--- src/sv/cpsdp_pkg.sv ---
// shared types, codes and constants of the count-prefixed signed decimal parser
package cpsdp_pkg;

    localparam int unsigned MAX_DIGITS_DEF  = 20;
    localparam int unsigned DEPTH_LIMIT_DEF = 30;
    localparam int unsigned VALUE_BITS_DEF  = 64;

    localparam logic [7:0] CH_PLUS  = 8'h2b;
    localparam logic [7:0] CH_MINUS = 8'h2d;
    localparam logic [7:0] CH_ZERO  = 8'h30;
    localparam logic [7:0] CH_ONE   = 8'h31;
    localparam logic [7:0] CH_NINE  = 8'h39;

    localparam logic [1:0] KIND_CHAR = 2'd0;
    localparam logic [1:0] KIND_EOD  = 2'd1;
    localparam logic [1:0] KIND_EOF  = 2'd2;

    typedef enum logic [2:0] {
        ST_OK       = 3'd0,
        ST_PROTO    = 3'd1,
        ST_EOD      = 3'd2,
        ST_NONDIGIT = 3'd3,
        ST_LEADZERO = 3'd4,
        ST_EOF      = 3'd5,
        ST_OVERFLOW = 3'd6
    } status_t;

    typedef struct packed {
        logic [7:0] char_in;
        logic [1:0] kind;
    } in_t;

    typedef struct packed {
        status_t     status;
        logic        negative;
        logic [63:0] value;
    } out_t;

    // character of the decimal text of 2^value_bits-1, k places from the right
    function automatic logic [7:0] max_digit_char(input int unsigned value_bits,
                                                  input int unsigned k);
        logic [63:0] m;
        m = {64{1'b1}} >> (64 - value_bits);
        for (int unsigned i = 0; i < k; i++) begin
            m = m / 10;
        end
        return CH_ZERO + 8'(m % 10);
    endfunction

endpackage

--- src/sv/cpsdp_core.sv ---
// decode state and single-pass step logic, one beat per cycle while take is high
module cpsdp_core #(
    parameter int unsigned MAX_DIGITS  = cpsdp_pkg::MAX_DIGITS_DEF,
    parameter int unsigned DEPTH_LIMIT = cpsdp_pkg::DEPTH_LIMIT_DEF,
    parameter int unsigned VALUE_BITS  = cpsdp_pkg::VALUE_BITS_DEF
) (
    input  logic             aclk,
    input  logic             aresetn,
    input  logic             cfg_we,
    input  logic [7:0]       cfg_count,
    input  logic             take,
    input  cpsdp_pkg::in_t   item,
    output logic             res_valid,
    output cpsdp_pkg::out_t  res
);

    localparam int unsigned REM_W = $clog2(MAX_DIGITS + 1);
    localparam int unsigned IDX_W = (MAX_DIGITS > 1) ? $clog2(MAX_DIGITS) : 1;
    localparam logic [VALUE_BITS-1:0] VMASK  = '1;
    localparam logic [VALUE_BITS-1:0] FW_SAT = VALUE_BITS'(8'd255);

    typedef enum logic [1:0] {PH_IDLE, PH_LENGTH, PH_VALUE} phase_t;
    typedef enum logic [1:0] {CMP_EQ, CMP_LT, CMP_GT} cmp_t;

    logic [7:0] max_chars [MAX_DIGITS];

    for (genvar g = 0; g < MAX_DIGITS; g++) begin : g_max
        assign max_chars[g] = cpsdp_pkg::max_digit_char(VALUE_BITS, MAX_DIGITS - 1 - g);
    end

    logic [7:0]            initial_count_reg, initial_count_next;
    phase_t                phase_reg, phase_next;
    logic [REM_W-1:0]      remaining_reg, remaining_next;
    logic [7:0]            field_width_reg, field_width_next;
    logic [VALUE_BITS-1:0] acc_reg, acc_next;
    cmp_t                  cmp_reg, cmp_next;
    logic                  nondigit_reg, nondigit_next;
    logic                  sign_reg, sign_next;
    logic [7:0]            depth_reg, depth_next;

    logic [7:0]            ch;
    logic                  is_digit;
    logic [3:0]            digit;
    logic [REM_W-1:0]      pos;
    logic [REM_W-1:0]      rem_dec;
    logic [7:0]            max_c;
    cmp_t                  cmp_char;
    cmp_t                  cmp_upd;
    logic [VALUE_BITS-1:0] acc_x10;
    logic [VALUE_BITS-1:0] acc_upd;
    logic                  nondigit_upd;
    logic                  len_done;
    logic [VALUE_BITS-1:0] len_acc;
    logic                  emit;
    cpsdp_pkg::status_t    st;
    logic                  neg;
    logic [VALUE_BITS-1:0] val;
    logic [7:0]            restart_count;

    assign ch       = item.char_in;
    assign is_digit = (ch >= cpsdp_pkg::CH_ZERO) && (ch <= cpsdp_pkg::CH_NINE);
    assign digit    = 4'(ch - cpsdp_pkg::CH_ZERO);
    assign pos      = field_width_reg[REM_W-1:0] - remaining_reg;
    assign rem_dec  = (remaining_reg != '0) ? remaining_reg - REM_W'(1) : '0;
    assign max_c    = (phase_reg == PH_IDLE) ? max_chars[0] : max_chars[pos[IDX_W-1:0]];

    always_comb begin
        if (ch > max_c) begin
            cmp_char = CMP_GT;
        end else if (ch < max_c) begin
            cmp_char = CMP_LT;
        end else begin
            cmp_char = CMP_EQ;
        end
    end

    assign cmp_upd      = (cmp_reg == CMP_EQ) ? cmp_char : cmp_reg;
    assign acc_x10      = {acc_reg[VALUE_BITS-4:0], 3'b000} + {acc_reg[VALUE_BITS-2:0], 1'b0};
    assign acc_upd      = is_digit ? acc_x10 + VALUE_BITS'(digit) : acc_reg;
    assign nondigit_upd = nondigit_reg | ~is_digit;

    always_comb begin
        phase_next     = phase_reg;
        remaining_next = remaining_reg;
        field_width_next = field_width_reg;
        acc_next       = acc_reg;
        cmp_next       = cmp_reg;
        nondigit_next  = nondigit_reg;
        sign_next      = sign_reg;
        depth_next     = depth_reg;
        initial_count_next = initial_count_reg;
        emit     = 1'b0;
        st       = cpsdp_pkg::ST_OK;
        neg      = 1'b0;
        val      = '0;
        len_done = 1'b0;
        len_acc  = '0;

        case (phase_reg)
            PH_LENGTH, PH_VALUE: begin
                if (item.kind != cpsdp_pkg::KIND_CHAR) begin
                    emit = 1'b1;
                    st   = cpsdp_pkg::ST_EOD;
                end else if (rem_dec != '0) begin
                    remaining_next = rem_dec;
                    acc_next       = acc_upd;
                    cmp_next       = cmp_upd;
                    nondigit_next  = nondigit_upd;
                end else if (field_width_reg == 8'(MAX_DIGITS) && cmp_upd == CMP_GT) begin
                    emit = 1'b1;
                    st   = cpsdp_pkg::ST_OVERFLOW;
                    neg  = (phase_reg == PH_VALUE) ? sign_reg : 1'b0;
                    val  = VMASK;
                end else if (nondigit_upd) begin
                    emit = 1'b1;
                    st   = cpsdp_pkg::ST_NONDIGIT;
                end else if (phase_reg == PH_VALUE) begin
                    emit = 1'b1;
                    st   = cpsdp_pkg::ST_OK;
                    neg  = sign_reg;
                    val  = acc_upd;
                end else begin
                    len_done = 1'b1;
                    len_acc  = acc_upd;
                end
            end
            default: begin
                if (item.kind == cpsdp_pkg::KIND_EOF) begin
                    emit = 1'b1;
                    st   = cpsdp_pkg::ST_EOF;
                end else if (item.kind != cpsdp_pkg::KIND_CHAR) begin
                    emit = 1'b1;
                    st   = cpsdp_pkg::ST_EOD;
                end else if (ch == cpsdp_pkg::CH_MINUS || ch == cpsdp_pkg::CH_PLUS) begin
                    if (field_width_reg > 8'(MAX_DIGITS)) begin
                        emit = 1'b1;
                        st   = cpsdp_pkg::ST_OVERFLOW;
                        val  = VMASK;
                    end else begin
                        sign_next      = (ch == cpsdp_pkg::CH_MINUS);
                        phase_next     = PH_VALUE;
                        remaining_next = field_width_reg[REM_W-1:0];
                        acc_next       = '0;
                        cmp_next       = CMP_EQ;
                        nondigit_next  = 1'b0;
                    end
                end else if (ch == cpsdp_pkg::CH_ZERO) begin
                    emit = 1'b1;
                    st   = cpsdp_pkg::ST_LEADZERO;
                end else if (!is_digit) begin
                    emit = 1'b1;
                    st   = cpsdp_pkg::ST_NONDIGIT;
                end else if (field_width_reg > 8'(MAX_DIGITS)) begin
                    emit = 1'b1;
                    st   = cpsdp_pkg::ST_OVERFLOW;
                    val  = VMASK;
                end else if (field_width_reg > 8'd1) begin
                    phase_next     = PH_LENGTH;
                    remaining_next = REM_W'(field_width_reg - 8'd1);
                    acc_next       = VALUE_BITS'(digit);
                    cmp_next       = cmp_char;
                    nondigit_next  = 1'b0;
                end else begin
                    len_done = 1'b1;
                    len_acc  = VALUE_BITS'(digit);
                end
            end
        endcase

        // a length field completed: open the next field or hit the depth limit
        if (len_done) begin
            if ({1'b0, depth_reg} + 9'd2 > 9'(DEPTH_LIMIT)) begin
                emit = 1'b1;
                st   = cpsdp_pkg::ST_PROTO;
            end else begin
                depth_next       = depth_reg + 8'd1;
                field_width_next = (len_acc > FW_SAT) ? 8'd255 : len_acc[7:0];
                phase_next       = PH_IDLE;
                remaining_next   = '0;
                acc_next         = '0;
                cmp_next         = CMP_EQ;
                nondigit_next    = 1'b0;
            end
        end

        if (!take) begin
            emit = 1'b0;
        end

        restart_count = initial_count_reg;
        if (cfg_we) begin
            initial_count_next = cfg_count;
            restart_count      = cfg_count;
        end

        if (cfg_we || emit) begin
            phase_next       = PH_IDLE;
            remaining_next   = '0;
            field_width_next = (restart_count == 8'd0) ? 8'd1 : restart_count;
            acc_next         = '0;
            cmp_next         = CMP_EQ;
            nondigit_next    = 1'b0;
            sign_next        = 1'b0;
            depth_next       = '0;
        end
    end

    assign res_valid    = emit;
    assign res.status   = st;
    assign res.negative = neg;
    assign res.value    = 64'(val);

    always_ff @(posedge aclk) begin
        if (!aresetn) begin
            initial_count_reg <= 8'd1;
            phase_reg         <= PH_IDLE;
            remaining_reg     <= '0;
            field_width_reg   <= 8'd1;
            acc_reg           <= '0;
            cmp_reg           <= CMP_EQ;
            nondigit_reg      <= 1'b0;
            sign_reg          <= 1'b0;
            depth_reg         <= '0;
        end else if (take || cfg_we) begin
            initial_count_reg <= initial_count_next;
            phase_reg         <= phase_next;
            remaining_reg     <= remaining_next;
            field_width_reg   <= field_width_next;
            acc_reg           <= acc_next;
            cmp_reg           <= cmp_next;
            nondigit_reg      <= nondigit_next;
            sign_reg          <= sign_next;
            depth_reg         <= depth_next;
        end
    end

    a_rem_bound: assert property (@(posedge aclk) disable iff (!aresetn)
        remaining_reg <= REM_W'(MAX_DIGITS))
        else $error("remaining count beyond field limit");

    a_depth_bound: assert property (@(posedge aclk) disable iff (!aresetn)
        {1'b0, depth_reg} < 9'(DEPTH_LIMIT))
        else $error("nesting depth reached limit without protocol result");

    a_idle_rem: assert property (@(posedge aclk) disable iff (!aresetn)
        phase_reg == PH_IDLE |-> remaining_reg == '0)
        else $error("idle phase with characters pending");

    a_cfg_restart: assert property (@(posedge aclk) disable iff (!aresetn)
        cfg_we |=> phase_reg == PH_IDLE && depth_reg == '0 && field_width_reg != 8'd0)
        else $error("config write did not restart the decode");

    a_result_restart: assert property (@(posedge aclk) disable iff (!aresetn)
        res_valid && !cfg_we |=> phase_reg == PH_IDLE && depth_reg == '0)
        else $error("result beat without restart");

endmodule

--- src/sv/count_prefixed_signed_decimal_parser.sv ---
// top level: input register, decode core, result register
// Decodes a signed integer from a byte stream in which nested decimal length fields
// give the width of each following field, and a '+' or '-' opens the value field.
// Each decode ends in exactly one result beat carrying a status, the sign and the
// magnitude. The block accepts one input beat per cycle and sustains that rate while
// m_ready stays high; a beat that ends a decode passes the input register and then
// the result register before its result shows. The step logic does one times-ten
// add on the accumulator plus a byte compare against the largest representable
// value for each beat. Writing initial_count on the cfg port restarts the decode at
// the first field; write it only while no input beat is held.
module count_prefixed_signed_decimal_parser #(
    parameter int unsigned MAX_DIGITS  = cpsdp_pkg::MAX_DIGITS_DEF,
    parameter int unsigned DEPTH_LIMIT = cpsdp_pkg::DEPTH_LIMIT_DEF,
    parameter int unsigned VALUE_BITS  = cpsdp_pkg::VALUE_BITS_DEF
) (
    input  logic            aclk,
    input  logic            aresetn,
    input  logic            cfg_valid,
    output logic            cfg_ready,
    input  logic [7:0]      cfg_data,
    input  logic            s_valid,
    output logic            s_ready,
    input  cpsdp_pkg::in_t  s_data,
    output logic            m_valid,
    input  logic            m_ready,
    output cpsdp_pkg::out_t m_data
);

    logic            in_valid_reg;
    cpsdp_pkg::in_t  in_data_reg;
    logic            m_valid_reg;
    cpsdp_pkg::out_t m_data_reg;
    logic            out_space;
    logic            take;
    logic            res_valid;
    cpsdp_pkg::out_t res;

    assign cfg_ready = 1'b1;
    assign out_space = !m_valid_reg || m_ready;
    assign take      = in_valid_reg && out_space;
    assign s_ready   = !in_valid_reg || take;

    cpsdp_core #(
        .MAX_DIGITS  (MAX_DIGITS),
        .DEPTH_LIMIT (DEPTH_LIMIT),
        .VALUE_BITS  (VALUE_BITS)
    ) u_core (
        .aclk      (aclk),
        .aresetn   (aresetn),
        .cfg_we    (cfg_valid && cfg_ready),
        .cfg_count (cfg_data),
        .take      (take),
        .item      (in_data_reg),
        .res_valid (res_valid),
        .res       (res)
    );

    always_ff @(posedge aclk) begin
        if (!aresetn) begin
            in_valid_reg <= 1'b0;
            m_valid_reg  <= 1'b0;
        end else begin
            if (s_ready) begin
                in_valid_reg <= s_valid;
            end
            if (out_space) begin
                m_valid_reg <= res_valid;
            end
        end
    end

    always_ff @(posedge aclk) begin
        if (s_valid && s_ready) begin
            in_data_reg <= s_data;
        end
        if (out_space && res_valid) begin
            m_data_reg <= res;
        end
    end

    assign m_valid = m_valid_reg;
    assign m_data  = m_data_reg;

endmodule
--- config.mk ---
export PLATFORM = sky130hd
export DESIGN_NAME = count_prefixed_signed_decimal_parser
export DESIGN_NICKNAME = d
export VERILOG_FILES = /design/src/sv/cpsdp_pkg.sv /design/src/sv/cpsdp_core.sv /design/src/sv/count_prefixed_signed_decimal_parser.sv
export SDC_FILE = /design/constraint.sdc
export NUM_CORES = 1
export LEC_CHECK = 0
export ABC_CLOCK_PERIOD_IN_PS = 5750
export BUFFER_PORTS_ARGS = -buffer_cell sky130_fd_sc_hd__buf_4
export CORE_ASPECT_RATIO = 0.8
export CORE_MARGIN = 3
export CORE_UTILIZATION = 31
export DETAILED_ROUTE_END_ITERATION = 7
export PLACE_DENSITY_LB_ADDON = 0.1
export SYNTH_ARGS = -nofsm -noshare
export SYNTH_HDL_FRONTEND = slang
export SYNTH_SLANG_ARGS = --single-unit
--- constraint.sdc ---
create_clock -name aclk -period 5.75 [get_ports aclk]
set_clock_uncertainty 0.2 [all_clocks]
set_input_delay 0.2875 -clock aclk [delete_from_list [all_inputs] [get_ports aclk]]
set_output_delay 0.2875 -clock aclk [all_outputs]
set_load 0.02 [all_outputs]
### After elaboration in Yosys (flattened, before gate mapping)

Memory sizes are Yosys's and may differ from the RTL's.
Index checks and enable logic that the tools add are counted.

| storage, ports and cells | value |
|---|---|
| memories kept | 1 |
| flip-flop bits (word level) | 179 |
| bits in read-only memories | 256 |
| output and inout bits | 71 |
| logic and storage cells | 235 |
| bits of input ports | 23 |

| operators by class | value |
|---|---|
| reduce and logical (&&, ||, !) cells | 24 |
| muxes and demuxes | 160 |
| eq/ne operators | 13 |
| add/sub/neg operators | 8 |
| magnitude comparators | 9 |
| bitwise gates (word level) | 4 |

Memory list:

| memory | words | bits a word | read ports | clocked after memory_dff | wr ports | line | text |
|---|---|---|---|---|---|---|---|
| (no name shown) | 32 | 8 | 1 | 0 | 0 | cpsdp_core.sv:65 | `assign max_c = (phase_reg == PH_IDLE) ? max_chars[0] : max_chars[pos[IDX_W-1:0]];` |

Operators by type and width:

| operator | count |
|---|---|
| $mux 64 | 39 |
| $mux 8 | 12 |
| $mux 5 | 15 |
| $add 64x4->64 | 1 |
| $add 64x64->64 | 1 |
| $gt 64x8->1 const B | 1 |
| $mux 2 | 29 |
| $mux 1 | 52 |
| $mux 3 | 12 |
| $eq 8x6->1 const B | 3 |
| $reduce_bool 5->1 | 2 |
| $sub 5x1->5 const B | 2 |
| $add 8x2->9 const B | 1 |
| $gt 9x5->1 const B | 1 |
| $add 8x1->8 const B | 1 |
| $eq 8x5->1 const B | 1 |
| $ge 8x6->1 const B | 1 |
| $gt 8x1->1 const B | 1 |
| $gt 8x5->1 const B | 1 |
| $gt 8x8->1 | 1 |
| $le 8x6->1 const B | 1 |
| $logic_not 8->1 | 1 |
| $lt 8x8->1 | 1 |
| $ne 2x2->1 const B | 4 |
| other kinds (19) | 34 |

### Logic depth before layout (Yosys ltp)

Gate-level depths: netlist of run 1.

| depth | value |
|---|---|
| depth after elaboration | 22 |
| gate-level depth with buffers | 25 |
| mapped depth without buffers | 25 |

### Modules after synthesis

From an unflattened synthesis of run 1, not the netlist that was laid out.

| second synthesis, totals | value |
|---|---|
| cells, all modules | 1,809 |
| area total of the unflattened synthesis | 14,337.5 µm² |

By module, submodules not included:

| module | area each (µm²) | cells an instance | instances |
|---|---|---|---|
| cpsdp_core | 11,883.9 | 1,719 | 1 |
| count_prefixed_signed_decimal_parser | 2,453.6 | 90 | 1 |

### Worst setup path after synthesis of run 1

No wires, ideal clock.

| timing path | value |
|---|---|
| path kind | register to register |
| start point | reg u_core.field_width_reg[0] |
| end point | reg u_core.field_width_reg[0] |
| required time | 5.480 ns |
| arrival time | 5.507 ns |
| setup slack | -0.027 ns |
| period minus slack after synthesis | 5.777 ns |
| stages on the path, launching flop included | 26 |
| path buffers | 0 |
| setup time | 0.070 ns |
| cells stage by stage | dfxtp_1 -> inv_1 -> ha_1 -> fa_1 -> inv_1 -> a21o_1 -> a21oi_1 -> xnor2_1 -> nand2_1 -> o22ai_1 -> a32oi_1 -> or2_2 -> ha_1 -> nor2b_1 -> o21a_1 -> o21a_1 -> o211ai_1 -> o211ai_1 -> a211oi_1 -> o21bai_1 -> a21o_1 -> inv_2 -> nor2_1 -> a2bb2oi_1 -> o32ai_1 -> a21oi_1 |

| between the ends | value |
|---|---|
| word-level cells in the longest chain between the ends | 22 |

Ends and longest elaborated chain:

| item | line | text |
|---|---|---|
| start, declared | cpsdp_core.sv:34 | `logic [7:0] field_width_reg, field_width_next;` |
| start signal, assigned | cpsdp_core.sv:228 | `field_width_reg <= field_width_next;` |
| parallel branches: the longest is 22 deep, another holds $mem_v2 32x8 | - |  |

Parallel ways; which one is timed is not known. The select of a mux whose other input is x is not followed.
A chain may end at the register's enable or synchronous reset.

### Worst setup path in the final report of run 1

| timing path | value |
|---|---|
| start point | reg u_core.acc_reg[19] |
| end point | reg u_core.field_width_reg[1] |

| between the ends | value |
|---|---|
| word-level cells in the longest chain between the ends | 14 |

Ends and longest elaborated chain:

| item | line | text |
|---|---|---|
| start, declared | cpsdp_core.sv:35 | `logic [VALUE_BITS-1:0] acc_reg, acc_next;` |
| start signal, assigned | cpsdp_core.sv:229 | `acc_reg <= acc_next;` |
| $add 64x64->64 | cpsdp_core.sv:78 | `assign acc_x10 = {acc_reg[VALUE_BITS-4:0], 3'b000} + {acc_reg[VALUE_BITS-2:0], 1'b0};` |
| $add 64x4->64 | cpsdp_core.sv:79 | `assign acc_upd = is_digit ? acc_x10 + VALUE_BITS'(digit) : acc_reg;` |
| $mux 64 * | cpsdp_core.sv:79 |  |
| $mux 64 * | cpsdp_core.sv:117 | `end else if (phase_reg == PH_VALUE) begin` |
| $mux 64 * | cpsdp_core.sv:114 | `end else if (nondigit_upd) begin` |
| $mux 64 * | cpsdp_core.sv:109 | `end else if (field_width_reg == 8'(MAX_DIGITS) && cmp_upd == CMP_GT) begin` |
| $mux 64 * | cpsdp_core.sv:104 | `end else if (rem_dec != '0) begin` |
| $mux 64 * | cpsdp_core.sv:101 | `if (item.kind != cpsdp_pkg::KIND_CHAR) begin` |
| $mux 64 * | cpsdp_core.sv:99 | `case (phase_reg)` |
| $gt 64x8->1 * | cpsdp_core.sv:177 | `field_width_next = (len_acc > FW_SAT) ? 8'd255 : len_acc[7:0];` |
| $mux 8 * | cpsdp_core.sv:177 |  |
| $mux 8 * | cpsdp_core.sv:172 | `if ({1'b0, depth_reg} + 9'd2 > 9'(DEPTH_LIMIT)) begin` |
| $mux 8 * | cpsdp_core.sv:171 | `if (len_done) begin` |
| $mux 8 * | cpsdp_core.sv:196 | `if (cfg_we \|\| emit) begin` |

Mark *: on every way between the ends. The rest lies on a longest branch, timed or not. The select of a mux whose other input is x is not followed.

==> impl_metrics.env, run 1 <==
export IMPL_port_buffers=92
export IMPL_cts_tree="built"
export IMPL_ff2ff_setup_slack_ns=0.36
export IMPL_clk_pin_slew_ns=0.08
export IMPL_io_pins=94
export IMPL_die_w_um=248
export IMPL_use_met1_pct=34.3
export IMPL_ant_nets=0
export IMPL_grtUsageMet2_pct=32.1
export IMPL_antenna_found_initial=1
export IMPL_drt_total_wl_um=56500
export IMPL_hold_path_class="in2reg"
export IMPL_wl_per_cell_um=22.5
export IMPL_synth_area_mm2=0.0146
export IMPL_clkPwrFrac_pct=42.7
export IMPL_die_y_um=200
export IMPL_layout_drive_gt1_share_pct=11.4
export IMPL_min_period_ns=5.39
export IMPL_via_per_inst=5.77
export IMPL_slew_headroom_pct=12.1
export IMPL_cts_root_buf="clkbuf_16"
export IMPL_synthCells=1834
export IMPL_setup_tns_final_ns=0
export IMPL_gr_usage_met3_pct=4.66
export IMPL_critPathMaxFanout=7
export IMPL_synth_seq_area_share_pct=29.9
export IMPL_p_int_mw=2.11
export IMPL_synth_top_area_cell="edfxtp_1"
export IMPL_p_switching_mw=0.863
export IMPL_hold_depth=3
export IMPL_synthFlopType="dfxtp_1"
export IMPL_pwr_share_seq_pct=46.6
export IMPL_cts_path_max_buffers=2
export IMPL_clk_latency_ns=0.48
export IMPL_clock_sinks=179
export IMPL_synthesis_nets=2000
export IMPL_synth_common_cells="228 x nand2_1, 199 x nor2_1, 178 x a21oi_1"
export IMPL_coreArea_mm2=0.0461
export IMPL_drc=0
export IMPL_vias=14500
export IMPL_reg2reg_depth=15
export IMPL_htreeDepth=4
export IMPL_yosysMostFrequentCell="nand2_1"
export IMPL_p_sw_share_pct=29.1
export IMPL_grt_pass1_wl_um=86100
export IMPL_power_density_mw_per_mm2=177
export IMPL_synth_yosys_warnings=0
export IMPL_end_kind="flop"
export IMPL_whs_endpoint="u_core.initial_count_reg[7]"
export IMPL_setup_violations=0
export IMPL_overflow=0
export IMPL_largest_reg_flops=68
export IMPL_combPwrFrac_pct=10.7
export IMPL_yosys_top_cells_area="edfxtp_1 16%, dfxtp_1 14%, ha_1 12%"
export IMPL_drv_slew=0
export IMPL_finalPower_mw=2.97
export IMPL_firstDrtPassIters=7
export IMPL_hold_path_startpoint="cfg_valid"
export IMPL_fin_crit_sh_pct=93.7
export IMPL_path_class="reg2reg"
export IMPL_grt_max_degree=98
export IMPL_timing_rr_end="u_core.field_width_reg[1]"
export IMPL_arrival_ns=5.54
export IMPL_synth_top_area_share_pct=16.1
export IMPL_synth_edf_count=78
export IMPL_status="complete, no violations"
export IMPL_synth_area_per_cell_um2=7.95
export IMPL_tightest_slew_ns=1.31
export IMPL_cts_buffers=17
export IMPL_synthArstFlopShare_pct=0
export IMPL_initial_core_util_pct=31.6
export IMPL_max_freq_mhz=186
export IMPL_gp_congestion=0.934
export IMPL_rows=70
export IMPL_drt_iter0_drc=1274
export IMPL_cp_start_kind="flop"
export IMPL_grt_pass1_vias=13700
export IMPL_worstPathRequired_ns=5.90
export IMPL_grt_busiest_layer="met1"
export IMPL_dpl_hpwl_um=43000
export IMPL_maxCapViolations=0
export IMPL_hold_worst_slack_ns=0.0783
export IMPL_die_area_mm2=0.0497
export IMPL_synth_cell_types=100
export IMPL_ys_ff_latch=179
export IMPL_reg2reg_from="u_core.acc_reg[19]"
export IMPL_fin_nets=2049
export IMPL_ir_drop_mv=0.160
export IMPL_hold_violations=0
export IMPL_grtUsageTotal_pct=22.4
export IMPL_syn_to_final_growth_pct=15.0
export IMPL_power_leakage_nw=6.36
how the worst max path moves through the flow:
stage / startpoint / depth (start not counted) / end
after CTS: u_core.field_width_reg[0] / 24 / u_core.acc_reg[63]
after floorplan: u_core.field_width_reg[0] / 25 / u_core.field_width_reg[0]
after detailed placement: u_core.field_width_reg[0] / 24 / u_core.acc_reg[63]
after global placement: u_core.acc_reg[2] / 16 / u_core.field_width_reg[1]
after global routing: u_core.field_width_reg[0] / 25 / u_core.field_width_reg[0]
final: u_core.acc_reg[19] / 15 / u_core.field_width_reg[1]
cells in the final DEF (no fill, tap or decap), types with 11 or more instances in the layout:
cell / instances
a211oi_1: 14
a21o_1: 21
a21oi_1: 177
a22oi_1: 57
buf_4: 127
clkbuf_16: 17
dfxtp_1: 101
dlygate4sd3_1: 22
edfxtp_1: 78
ha_1: 139
inv_1: 35
mux2i_1: 23
nand2_1: 227
nand3_1: 30
nand4_1: 53
nor2_1: 197
nor3_1: 25
nor4_1: 14
o211ai_1: 20
o21a_1: 27
o21ai_0: 166
o21bai_1: 11
o22ai_1: 12
o31ai_1: 18
or3_1: 13
xnor2_1: 26
xor2_1: 32
through the flow:
stage / instances / setup WS [ns] / util [%] / area [um^2]
2_1_floorplan: 1834 / 0.321 / - / 14600
3_3_place_gp: 2453 / 0.283 / 34.5 / 15900
3_5_place_dp: 2453 / 0.118 / 34.5 / 15900
4_1_cts: 2507 / 0.0784 / 36.3 / 16700
5_1_grt: 2508 / -0.00392 / 36.4 / 16800
6_report: 2509 / 0.363 / 36.4 / 16800
cell families after synthesis:
logic type | Yosys count | share of synthesized area, %
AO/OA/AOI/OAI | 636 | 28.0
AND/OR/NAND/NOR | 633 | 20.1
flip-flops | 179 | 29.9
buffers and inverters | 159 | 4.32
adder cells (fa/ha/maj) | 143 | 12.4
XOR/XNOR | 59 | 3.54
multiplexers | 24 | 1.66
other | 1 | 0.0257
worst max-delay path, cell delays in order (launching register included):
cell	delay, ns
dfxtp_1	0.51
ha_1	0.30
ha_1	0.42
nand2_1	0.22
o21ai_0	0.66
a21oi_1	0.20
o221ai_1	0.42
nor2_1	0.19
o311a_1	0.36
o211ai_1	0.60
buf_4	0.21
nand4b_1	0.14
nor4b_1	0.08
o2111a_2	0.20
and2_4	0.17
o31ai_1	0.37
power groups by stage:
stage | Clock [mW] | Combinational [mW] | Sequential [mW]
2_1_floorplan | 0 | 0.142 | 1.44
3_3_place_gp | 0 | 0.301 | 1.42
3_5_place_dp | 0 | 0.300 | 1.42
4_1_cts | 1.30 | 0.313 | 1.39
5_1_grt | 1.34 | 0.342 | 1.39
6_report | 1.27 | 0.317 | 1.39
repair_timing:
item,CTS,global route
resized for setup,0,6
hold endpoints to repair,26,0
setup endpoints to repair,0,94
setup buffers,0,1
hold buffers,22,0
layer usage:
| layer | vias to the layer above | share of wire [%] | routed length (um) |
|---|---|---|---|
| li1 | 6950 | - | - |
| met1 | 7046 | 51 | 28900 |
| met2 | 435 | 41 | 23000 |
| met3 | 43 | 7.0 | 3960 |
| met4 | 2 | 1.2 | 683 |
| met5 | - | 0.023 | 13 |
layout make-up:
class | count | area (um^2)
Tap cell | 612 | 766
Inverter | 36 | 138
Timing Repair Buffer | 153 | 1250
Clock inverter | 15 | 180
Sequential cell | 179 | 4360
Clock buffer | 17 | 425
Antenna cell | 1 | 2.50
Fill cell | 4862 | 29300
Multi-Input combinational cell | 1496 | 9640
Note: power is estimated with default switching activity, not from simulation.
==> run 2, diff against run 1 <==
--- a/config.mk
+++ b/config.mk
@@ -6,7 +6,7 @@
 export NUM_CORES = 1
 export LEC_CHECK = 0
 export ABC_CLOCK_PERIOD_IN_PS = 5750
-export BUFFER_PORTS_ARGS = -buffer_cell sky130_fd_sc_hd__buf_4
+export BUFFER_PORTS_ARGS = -buffer_cell sky130_fd_sc_hd__buf_2
 export CORE_ASPECT_RATIO = 0.8
 export CORE_MARGIN = 3
 export CORE_UTILIZATION = 31
==> impl_metrics.env, run 2 (synthesized netlist as in run 1, its figures left out) <==
export IMPL_status="complete, no violations"
export IMPL_tightest_slew_ns=1.30
export IMPL_slew_headroom_pct=12.5
export IMPL_dpl_hpwl_um=43200
export IMPL_grt_pass1_vias=13600
export IMPL_die_area_mm2=0.0497
export IMPL_cts_root_buf="clkbuf_16"
export IMPL_drc=0
export IMPL_ff2ff_setup_slack_ns=0.22
export IMPL_cts_path_max_buffers=2
export IMPL_placed_area_mm2=0.0157
export IMPL_dpl_cell_count=2455
export IMPL_syn_to_final_growth_pct=13.2
export IMPL_cp_slowest_cell="edfxtp_1"
export IMPL_maxCapViolations=0
export IMPL_coreArea_mm2=0.0461
export IMPL_grt_max_degree=94
export IMPL_antenna_found_initial=0
export IMPL_crit_start="in_data_reg[4]"
export IMPL_path_class="reg2reg"
export IMPL_drt_total_wl_um=56500
export IMPL_final_common_cell="nand2_1"
export IMPL_io_pins=94
export IMPL_gp_congestion=0.936
export IMPL_finalInstanceArea_mm2=0.0165
export IMPL_slowest_delay_ns=0.56
export IMPL_htreeDepth=4
export IMPL_worstPathRequired_ns=5.87
export IMPL_cp_top_family="compound AO/OA/AOI/OAI gates"
export IMPL_instances_no_fill=2511
export IMPL_path_cells="ha_1, ha_1, fa_1, a211oi_2, o21ai_2, a31oi_1, o211ai_1, o21a_1, nand2b_1, a221oi_1, nand4_1, nor4b_1, o2111a_2, and2_4, a31oi_1"
export IMPL_firstDrtPassIters=6
export IMPL_reg2reg_depth=15
export IMPL_cp_start_kind="flop"
export IMPL_cts_buffers=17
export IMPL_endpoint="u_core.field_width_reg[7]"
export IMPL_layout_drive_gt1_share_pct=11.3
export IMPL_arrival_ns=5.65
export IMPL_rsz0062_at_grt="true"
export IMPL_largest_reg_flops=68
export IMPL_port_buffers=92
export IMPL_rows=70
export IMPL_ir_drop_mv=0.184
export IMPL_grt_pass1_wl_um=85500
export IMPL_die_y_um=200
export IMPL_final_cell_mix="227 x nand2_1, 197 x nor2_1, 177 x a21oi_1"
export IMPL_path_buf_inv=0
export IMPL_power_density_mw_per_mm2=174
export IMPL_fin_crit_sh_pct=96.2
export IMPL_fin_nets=2051
export IMPL_min_period_ns=5.53
export IMPL_ant_nets=0
export IMPL_cp_depth=15
export IMPL_hold_path_class="in2reg"
export IMPL_grtUsageTotal_pct=22.2
export IMPL_power_leakage_nw=6.25
export IMPL_overflow=0
export IMPL_reg2reg_from="in_data_reg[4]"
export IMPL_critPathMaxFanout=8
export IMPL_via_per_inst=5.82
export IMPL_die_w_um=248
export IMPL_drv_slew=0
export IMPL_setup_violations=0
export IMPL_hold_violations=0
export IMPL_end_kind="flop"
export IMPL_drt_iter0_drc=1340
export IMPL_max_freq_mhz=181
export IMPL_clk_pin_slew_ns=0.08
export IMPL_clock_sinks=179
export IMPL_vias=14600
export IMPL_wl_per_cell_um=22.5
export IMPL_cts_tree="built"
export IMPL_timing_rr_end="u_core.field_width_reg[7]"
export IMPL_initial_core_util_pct=31.6
export IMPL_clk_latency_ns=0.47
run 2: changes by cell type in the layout (fill, tap and decap cells not counted), moves of 2 or more:
cell / before / now
buf_2: 0 / 92
buf_4: 127 / 37
clkinv_4: 0 / 2
inv_8: 6 / 4
run 2: worst min-delay path by stage:
stage | startpoint | endpoint | slack, ns | depth (start not counted)
4_1_cts | cfg_valid | u_core.initial_count_reg[7] | 0.14 | 3
2_1_floorplan | s_data[0] | in_data_reg[0] | 0.19 | 0
3_3_place_gp | u_core.acc_reg[63] | u_core.acc_reg[63] | 0.25 | 2
5_1_grt | cfg_valid | u_core.initial_count_reg[5] | 0.17 | 3
6_report | cfg_valid | u_core.initial_count_reg[7] | 0.17 | 3
3_5_place_dp | u_core.acc_reg[63] | u_core.acc_reg[63] | 0.25 | 2
run 2: where the power goes:
part           switching [mW]  leakage [nW]  total (mW)  internal (mW)
Combinational           0.199          4.47       0.302          0.103
Clock                   0.607         0.269        1.18          0.573
Sequential             0.0231          1.51        1.39           1.36
Total                   0.828          6.25        2.87           2.04
run 2: layer usage:
| metal | global-route usage (%) | vias to the layer above | routed length (um) |
|---|---|---|---|
| met5 | 0 | - | 0 |
| met4 | 4.99 | 0 | 862 |
| met3 | 4.26 | 48 | 3820 |
| met2 | 31.9 | 474 | 23000 |
| met1 | 34.1 | 7152 | 28900 |
| li1 | - | 6949 | - |
run 2: timing repair:
| item | in CTS | in global routing |
|---|---|---|
| endpoints found under the hold margin | 23 | 0 |
| endpoints found under the setup margin | 0 | 94 |
| hold buffers | 22 | 0 |
| setup buffers | 0 | 1 |
| resized for setup | 0 | 4 |
run 2: cell type report:
| cell class | instances | area, um^2 |
|---|---|---|
| clock inverters | 15 | 140 |
| fillers | 4943 | 29600 |
| inverters | 36 | 138 |
| repair buffers | 155 | 1040 |
| diodes | 1 | 2.50 |
| clock buffers | 17 | 425 |
| multi-input cells | 1496 | 9630 |
| well taps | 612 | 766 |
| flip-flops and latches | 179 | 4360 |
run 2: stage by stage:
stage	hold WS (ns)	setup TNS (ns)	power, mW	setup WS, ns	utilization (%)
2_1_floorplan	0.186	0	1.59	0.321	-
3_3_place_gp	0.246	0	1.70	0.251	34.1
3_5_place_dp	0.250	0	1.70	0.0808	34.1
4_1_cts	0.135	0	2.90	0.0397	35.8
5_1_grt	0.174	-0.0332	2.97	-0.0332	35.8
6_report	0.172	0	2.87	0.218	35.8
run 2: worst reg2reg max path, cell delays in order, from the launching register on:
cell and delay, ns:
edfxtp_1 0.56, ha_1 0.37, ha_1 0.25, fa_1 0.44, a211oi_2 0.32, o21ai_2 0.13, a31oi_1 0.39, o211ai_1 0.41
o21a_1 0.36, nand2b_1 0.16, a221oi_1 0.55, nand4_1 0.16, nor4b_1 0.46, o2111a_2 0.35, and2_4 0.20, a31oi_1 0.08
